### config.mk
export PLATFORM = sky130hd
export DESIGN_NAME = bfsa_ctrl
export DESIGN_NICKNAME = d
export VERILOG_FILES = /design/src/hw/rtl/bfsa_pkg.sv /design/src/hw/rtl/bfsa_ctrl.sv
export SDC_FILE = /design/constraint.sdc
export NUM_CORES = 1
export LEC_CHECK = 0
export BUFFER_PORTS_ARGS = -buffer_cell sky130_fd_sc_hd__buf_2
export CORE_AREA = 10 10 47 49
export CTS_CLUSTER_SIZE = 28
export DETAILED_ROUTE_END_ITERATION = 16
export DIE_AREA = 0 0 57 59
export HOLD_SLACK_MARGIN = 0.1
export PLACE_DENSITY = 0.55
export SYNTH_ARGS = -nofsm -noshare
export SYNTH_HDL_FRONTEND = slang
export SYNTH_SLANG_ARGS = --single-unit
### constraint.sdc
create_clock -name clk_i -period 2.8 [get_ports clk_i]
set_clock_uncertainty 0.2 [all_clocks]
set_input_delay 0.56 -clock clk_i [delete_from_list [all_inputs] [get_ports clk_i]]
set_output_delay 0.56 -clock clk_i [all_outputs]
set_load 0.005 [all_outputs]
### src/hw/rtl/bfsa_pkg.sv
// ----------------------------------------------------------------------------
// bfsa_pkg
// Shared types and constants of the best-fit shelf allocator.
// ----------------------------------------------------------------------------
`default_nettype none

package bfsa_pkg;

  localparam int unsigned BIN_COUNT_DEF = 64;

  localparam int unsigned VOL_W  = 16;
  localparam int unsigned CAP_W  = 12;
  localparam int unsigned CNT_W  = 10;
  localparam int unsigned BIN_W  = 7;
  localparam int unsigned STAT_W = 2;

  localparam logic [CAP_W-1:0] CAP_RESET = 12'd2048;
  localparam logic [CNT_W-1:0] CNT_MAX   = 10'd1023;

  typedef enum logic [STAT_W-1:0] {
    ST_PLACED    = 2'd0,
    ST_ALREADY   = 2'd1,
    ST_TOO_LARGE = 2'd2,
    ST_NO_FIT    = 2'd3
  } status_e;

  typedef struct packed {
    logic load;
    logic rd;
    logic wr;
    logic fin;
  } dp_cmd_t;

  typedef struct packed {
    logic early;
    logic scan_last;
  } dp_sts_t;

endpackage

`default_nettype wire

### src/hw/rtl/bfsa_ctrl.sv
// ----------------------------------------------------------------------------
// bfsa_ctrl
// Sequencer: request check, bin scan, write-back and result transfer.
// ----------------------------------------------------------------------------
`default_nettype none

module bfsa_ctrl
  import bfsa_pkg::*;
(
  input  wire logic    clk_i,
  input  wire logic    rst_ni,
  input  wire logic    req_valid_i,
  output logic         req_ready_o,
  output logic         rsp_valid_o,
  input  wire logic    rsp_ready_i,
  input  wire dp_sts_t sts_i,
  output dp_cmd_t      cmd_o
);

  typedef enum logic [5:0] {
    S_IDLE  = 6'b000001,
    S_CHECK = 6'b000010,
    S_SCAN  = 6'b000100,
    S_DRAIN = 6'b001000,
    S_WRITE = 6'b010000,
    S_DONE  = 6'b100000
  } state_e;

  state_e state_q, state_d;
  logic   out_vld_q, out_vld_d;
  logic   out_free;

  assign out_free    = !out_vld_q || rsp_ready_i;
  assign req_ready_o = (state_q == S_IDLE);
  assign rsp_valid_o = out_vld_q;

  always_comb begin
    state_d  = state_q;
    cmd_o    = '0;
    case (state_q)
      S_IDLE: begin
        if (req_valid_i) begin
          cmd_o.load = 1'b1;
          state_d    = S_CHECK;
        end
      end
      S_CHECK: begin
        state_d = sts_i.early ? S_DONE : S_SCAN;
      end
      S_SCAN: begin
        cmd_o.rd = 1'b1;
        if (sts_i.scan_last) begin
          state_d = S_DRAIN;
        end
      end
      S_DRAIN: begin
        state_d = S_WRITE;
      end
      S_WRITE: begin
        cmd_o.wr = 1'b1;
        state_d  = S_DONE;
      end
      S_DONE: begin
        if (out_free) begin
          cmd_o.fin = 1'b1;
          state_d   = S_IDLE;
        end
      end
      default: begin
        state_d = S_IDLE;
      end
    endcase
  end

  always_comb begin
    out_vld_d = out_vld_q;
    if (cmd_o.fin) begin
      out_vld_d = 1'b1;
    end else if (rsp_ready_i) begin
      out_vld_d = 1'b0;
    end
  end

  always_ff @(posedge clk_i or negedge rst_ni) begin
    if (!rst_ni) begin
      state_q   <= S_IDLE;
      out_vld_q <= 1'b0;
    end else begin
      state_q   <= state_d;
      out_vld_q <= out_vld_d;
    end
  end

endmodule

`default_nettype wire

# [Word level (Yosys, flattened, before mapping)]
# Cells that the tools add are included.
[classes] n_lt_le_gt_ge=0 div_mod_pow=0 reduce_logical=4 n_addsub=0 n_bitwise=0 shift=0 n_mul=0 n_mux=13 eq_ne=9
[op_table] cell="$pmux W6 S6" count=1
[op_table] cell="$mux W6" count=4
[op_table] cell="$mux W1" count=8
[op_table] cell="$eq A6 B1 Y1 const B" count=1
[op_table] cell="$eq A6 B2 Y1 const B" count=1
[op_table] cell="$eq A6 B3 Y1 const B" count=1
[op_table] cell="$eq A6 B4 Y1 const B" count=1
[op_table] cell="$eq A6 B5 Y1 const B" count=1
[op_table] cell="$eq A6 B6 Y1 const B" count=1
[op_table] cell="$ne A2 B2 Y1 const B" count=3
[op_table] cell="$reduce_and A3 Y1" count=1
[op_table] cell="$reduce_bool A2 Y1" count=1
[op_table] cell="$logic_not A1 Y1" count=1
[op_table] cell="$logic_or A1 B1 Y1" count=1
[word_totals] output_inout_bits=6 elab_cells=28 mem_count=0 romBits=0 reg_bits=7 latchBits=0 mem_bits_rw=0 input_bits=6

# [Longest topological paths before layout]
# Gate-level depths: netlist (run 1).
[logic_depth] word_depth=5 mapped_depth=5 mapped_depth_nobuf=4

# [Least setup slack after synthesis (run 1)]
# Ideal clock, no wire load.
[synth_timing] path_kind="register to output" startpoint="register state_q[1]" endpoint="output cmd_o[0] (netlist name)" arrival_time_ns=1.483 stages_incl_launch_ff=5 path_slack_ns=0.557 path_buffers=1 cell_sequence="dfrtp_1 or4_4 or3_4 nor2b_1 buf_4"
[synth_rtl] item="start, declared" line_no="bfsa_ctrl.sv:29" rtl="state_e state_q, state_d;"
[synth_rtl] item="start signal, assigned" line_no="bfsa_ctrl.sv:89" rtl="state_q <= state_d;"
[synth_rtl] item="end, declared" line_no="bfsa_ctrl.sv:17" rtl="output dp_cmd_t cmd_o"

==> impl_metrics.tcl, run 1 <==
set metrics [dict create \
    hold_viol 0 \
    cts-buffers-inserted 3 \
    number_of_h_tree_branching_levels 1 \
    design_power_total_mw 0.349 \
    synth.top_cell.area_share 0.382 \
    main_area_contributors_after_synthesis "sky130_fd_sc_hd__dfrtp_1, sky130_fd_sc_hd__dfstp_2, sky130_fd_sc_hd__nor2_1, sky130_fd_sc_hd__and2_1, sky130_fd_sc_hd__o22ai_1" \
    postCtsSetupRepairBufs 0 \
    number_of_flops_mapped_to_enable_cells_by_yosys 0 \
    source_to_sink_clock_delay_at_the_later_pin_of_the_worst_skew_pair_ns 0.25 \
    mean_post_synth_cell_area_um2 9.14 \
    final_max_slew_viol_count 0 \
    tritoncts "built" \
    clkSinkCount 7 \
    clock_path_buffers 2 \
    timing.setup.critical_path_class "register to output pin" \
    worst-slew-pin-transition_ns 0.306 \
    synth_largest_area_cell "sky130_fd_sc_hd__dfrtp_1" \
    routed-via-count 355 \
    grt_antenna_before_repair 0 \
    number_of_buffers_and_inverters_on_the_critical_path 1 \
    cp_cell_sequence "or4_4, or3_4, nor2b_1, buf_2" \
    syn_nets 49 \
    cts_root_buf "sky130_fd_sc_hd__clkbuf_4" \
    end_kind "output pin" \
    critical_path.max_fanout 6 \
    wirelength_um 917 \
    synth_seq_area_share 0.449 \
    crit_path_start_kind "register" \
    leakage_nw 0.248 \
    final.min_clock_period_ns 2.55 \
    ys_types 26 \
    synth_top_flop_cell "sky130_fd_sc_hd__dfrtp_1" \
    worst_slew_margin_rel 0.794 \
    finalCritPeriodShare 0.912 \
    floorplan.die.height_um 59 \
    synth-seq-cells 7 \
    dieWidth_um 57 \
    maxCapViolations 0 \
    grt_use_total 0.0599 \
    maxClockFrequency_mhz 392 \
    fp-row-count 14 \
    gp_congestion 0.815 \
    overflow 0 \
    area_delta_synth_final_pct 25.2 \
    hold_path.class "primary input to register" \
    timing.critical_path.from "state_q[1]" \
    pwr_density_cell_nw_per_um2 710 \
    drt.antenna.violating_nets 0 \
    synth_cells 43 \
    setup_viol 0 \
    first_pass_grt_wire_length_mm 1.57 \
    clkTransAtPathRegs_ns 0.05 \
    max_stage_delay_ns 0.54 \
    status "finished, final reports clean" \
    final_util 0.351 \
    crit_required_ns 2.04 \
    die_area_um2 3360 \
    num-nets-final 64 \
    setup_tns_ns 0 \
    hold_start "sts_i[1]" \
    crit_slowest_cell "sky130_fd_sc_hd__or4_4" \
    power.ir.vdd_worst_mv 0.292 \
    ys_top_cells_by_count "sky130_fd_sc_hd__dfrtp_1, sky130_fd_sc_hd__nor2_1, sky130_fd_sc_hd__and2_1, sky130_fd_sc_hd__inv_1" \
    arrival_time_at_the_worst_endpoint_ns 1.79 \
    dp_hpwl_um 702 \
    number_of_primary_i_o_pins 12 \
    wl_per_instance_um 12.6 \
    drc 0 \
    via_per_inst 4.86 \
    grt_pass1_vias 389 \
    core-area_um2 1400 \
    path_delay_family "simple AND/OR/NAND/NOR gates" \
    worstReg2RegStart "state_q[1]" \
    initial_utilization 0.280 \
    drt-initial-drc-count 3 \
    fraction_of_registers_with_async_set_reset 1.00 \
    grt_start_max_net_pins 10 \
    final_layout_size_suffix_gt1_frac 0.333 \
    io_buffer_count 11 \
    grt_setup_unrepaired "no" \
    synth.cell_area_um2 393 \
    detail_route.first_pass.iterations 4 \
    antenna_cells_inserted 0 \
    ys.warnings.count 0 \
]
-- routing by layer --
layer  global-route usage  vias to the layer above  share of wire
li1                     -                      176              -
met1               0.0637                      169           0.47
met2               0.0868                       10           0.45
met3               0.0386                        0          0.071
met4               0.0369                        0              0
met5                    0                        -              0
-- layout by cell type, fill, tap and decap left out, types with 2 or more instances in the layout --
| cell | synthesis | layout |
|---|---|---|
| sky130_fd_sc_hd__nor3_1 | 2 | 2 |
| sky130_fd_sc_hd__inv_1 | 3 | 3 |
| sky130_fd_sc_hd__buf_2 | 1 | 11 |
| sky130_fd_sc_hd__nor2_1 | 6 | 6 |
| sky130_fd_sc_hd__and2_1 | 3 | 3 |
| sky130_fd_sc_hd__a21oi_1 | 2 | 2 |
| sky130_fd_sc_hd__clkbuf_4 | 0 | 3 |
| sky130_fd_sc_hd__o22ai_1 | 2 | 2 |
| sky130_fd_sc_hd__dfrtp_1 | 6 | 6 |
-- cells by family after synthesis --
group / count (synthesis) / synth area share
buffers and inverters: 5 / 0.0605
xor gates and xnor gates: 1 / 0.0223
DFF: 7 / 0.449
and+or+nand+nor: 25 / 0.392
AOI/OAI and AO/OA: 5 / 0.0764
-- stage by stage --
stage | cell area, um2 | setup slack (ns) | hold slack, ns | instances
2_1_floorplan | 393 | 0.557 | 0.0644 | 43
3_3_place_gp | 455 | 0.532 | 0.203 | 68
3_5_place_dp | 455 | 0.516 | 0.204 | 68
4_1_cts | 492 | 0.229 | 0.288 | 73
5_1_grt | 492 | 0.135 | 0.304 | 73
6_report | 492 | 0.248 | 0.299 | 73
-- final timing paths --
kind	end	slack, ns	cells past startpoint
worst max register to register	state_q[0]	1.02	4
worst min-delay path	state_q[2]	0.30	2
worst min register to register	rsp_valid_o	0.38	2
max in group asynchronous	state_q[0]	1.69	2
min in group asynchronous	state_q[5]	0.47	2
worst max-delay path	cmd_o[0]	0.25	4
-- worst register-to-register path, cell delays in order, from the launching register on --
cell and delay [ns]:
sky130_fd_sc_hd__dfrtp_1 0.42, sky130_fd_sc_hd__or4_4 0.54, sky130_fd_sc_hd__or3_4 0.36, sky130_fd_sc_hd__nor2_2 0.12
sky130_fd_sc_hd__nor4_1 0.06
-- repair_timing --
| action | 4_1_cts | 5_1_grt |
|---|---|---|
| gates resized for setup | 0 | 0 |
| setup endpoints to repair | 0 | 0 |
| hold buffers | 1 | 0 |
| hold endpoints to repair | 6 | 0 |
-- sequential cells by signal, summed over array words and instances (netlist names) --
register and flops:
rsp_valid_o 1, state_q 6
-- power by group --
| group | switching (mW) | internal [mW] | leakage, nW |
|---|---|---|---|
| Sequential | 0.0229 | 0.123 | 0.0930 |
| Combinational | 0.0521 | 0.0608 | 0.140 |
| Clock | 0.0359 | 0.0543 | 0.0150 |
-- layout make-up --
type | instances | area [um2]
Inverter | 3 | 11.3
Sequential cell | 7 | 176
Multi-Input combinational cell | 31 | 193
Fill cell | 163 | 910
Timing Repair Buffer | 12 | 65.1
Tap cell | 16 | 20.0
Clock buffer | 4 | 26.3
Power figures use the tool's default switching activity.
==> run 2, diff against run 1 <==
Settings changed: CORE_AREA 10 10 47 49 to 2 2 39 41, DIE_AREA 0 0 57 59 to 0 0 41 43.
==> impl_metrics.tcl, run 2 (synthesized netlist as in run 1, its figures left out) <==
set metrics [dict create \
    final_cell_mix "sky130_fd_sc_hd__buf_2, sky130_fd_sc_hd__nor2_1, sky130_fd_sc_hd__dfrtp_1" \
    grt_use_total 0.110 \
    registers.top_by_ff_count "state_q" \
    core-area_um2 1380 \
    grt_start_max_net_pins 10 \
    hold_viol 0 \
    status "finished, final reports clean" \
    end_kind "output pin" \
    setup_viol 0 \
    final_layout_size_suffix_gt1_frac 0.333 \
    routed-via-count 352 \
    worst-slew-pin-transition_ns 0.278 \
    wl_per_instance_um 11.3 \
    setup_tns_ns 0 \
    wirelength_um 826 \
    floorplan.die.height_um 43 \
    number_of_h_tree_branching_levels 1 \
    number_of_primary_i_o_pins 12 \
    final_max_slew_viol_count 0 \
    most_common_cell_after_layout_fill_and_taps_aside "sky130_fd_sc_hd__buf_2" \
    crit_path_start_kind "register" \
    leakage_nw 0.248 \
    crit_slowest_cell "sky130_fd_sc_hd__or4_4" \
    maxCapViolations 0 \
    cp_cell_sequence "or4_4, or3_4, nor2b_1, buf_2" \
    source_to_sink_clock_delay_at_the_later_pin_of_the_worst_skew_pair_ns 0.26 \
    via_per_inst 4.82 \
    grt_setup_unrepaired "no" \
    area_delta_synth_final_pct 25.2 \
    grt_pass1_vias 310 \
    io_buffer_count 11 \
    cts-buffers-inserted 3 \
    drt.antenna.violating_nets 0 \
    num-nets-final 64 \
    gp_congestion 0.794 \
    timing.setup.critical_path_class "register to output pin" \
    hold_path.class "primary input to register" \
    critical_path.max_fanout 6 \
    place.detailed.instances 68 \
    antenna_cells_inserted 0 \
    die_area_um2 1760 \
    initial_utilization 0.284 \
    post_cts_resize_count 0 \
    dp_hpwl_um 621 \
    design_power_total_mw 0.349 \
    crit_required_ns 2.04 \
    pwr_density_cell_nw_per_um2 709 \
    final.hold.worst_slack_ns 0.307 \
    fp-row-count 14 \
    dieWidth_um 41 \
    overflow 0 \
    worst_slew_margin_rel 0.813 \
    grt_antenna_before_repair 0 \
    detail_route.first_pass.iterations 2 \
    tritoncts "built" \
    final_standard_cell_count_with_taps_included_and_fillers_excluded 73 \
    fillerInstances 149 \
    final.min_clock_period_ns 2.55 \
    drc 0 \
    arrival_time_at_the_worst_endpoint_ns 1.79 \
    drt-initial-drc-count 6 \
    finalCritPeriodShare 0.910 \
    clkSinkCount 7 \
    first_pass_grt_wire_length_mm 1.22 \
    maxClockFrequency_mhz 393 \
    max_stage_delay_ns 0.54 \
    clkTransAtPathRegs_ns 0.05 \
    largest_register_ffs 6 \
    power.ir.vdd_worst_mv 0.305 \
    cts_root_buf "sky130_fd_sc_hd__clkbuf_4" \
    clock_path_buffers 2 \
]
[run 2: cell counts in the layout (fill, tap and decap cells not counted)]
Identical to the previous run, type by type.
[run 2: path summary, 6_finish.rpt]
kind	start	end	slack [ns]	depth (start not counted)
min	sts_i[1]	state_q[2]	0.31	2
max	state_q[1]	cmd_o[0]	0.25	4
max in group asynchronous	rst_ni	state_q[0]	1.70	2
max reg2reg	state_q[1]	state_q[0]	1.06	4
min reg2reg	rsp_valid_o	rsp_valid_o	0.37	2
min in group asynchronous	rst_ni	state_q[4]	0.46	2
[run 2: final cells by class]
cell class	count	area, um2	share of cell area
Multi-Input combinational cell	31	193	0.392
Timing Repair Buffer	12	65.1	0.132
Clock buffer	4	26.3	0.0534
Sequential cell	7	176	0.359
Inverter	3	11.3	0.0229
Tap cell	16	20.0	0.0407
[run 2: power by group]
group          leakage, nW  internal (mW)  switching, mW
clock               0.0150         0.0544         0.0384
sequential          0.0930          0.123         0.0216
combinational        0.140         0.0608         0.0505
total                0.248          0.238          0.110
[run 2: worst max-delay path, delay by kind of cell, from the launching register on]
kind	cells	cell delay (ns)
flops	1	0.42
simple gates	3	1.01
buf+inv	1	0.12
[run 2: what timing repair did]
action,CTS,global route
endpoints found under the hold margin,6,0
setup buffers,0,0
hold buffers,1,0
[run 2: metal layers]
metal	track usage	wire (um)	vias up
li1	-	-	175
met1	0.119	379	166
met2	0.159	388	11
met3	0.0785	58	0
met4	0.0467	0	0
met5	0	0	-
[run 2: through the flow]
stage / util / area [um2] / setup WS, ns
final: 0.355 / 492 / 0.252
after global placement: 0.329 / 455 / 0.521
after global routing: 0.355 / 492 / 0.183
after floorplan: - / 393 / 0.557
after detailed placement: 0.329 / 455 / 0.526
after CTS: 0.355 / 492 / 0.249
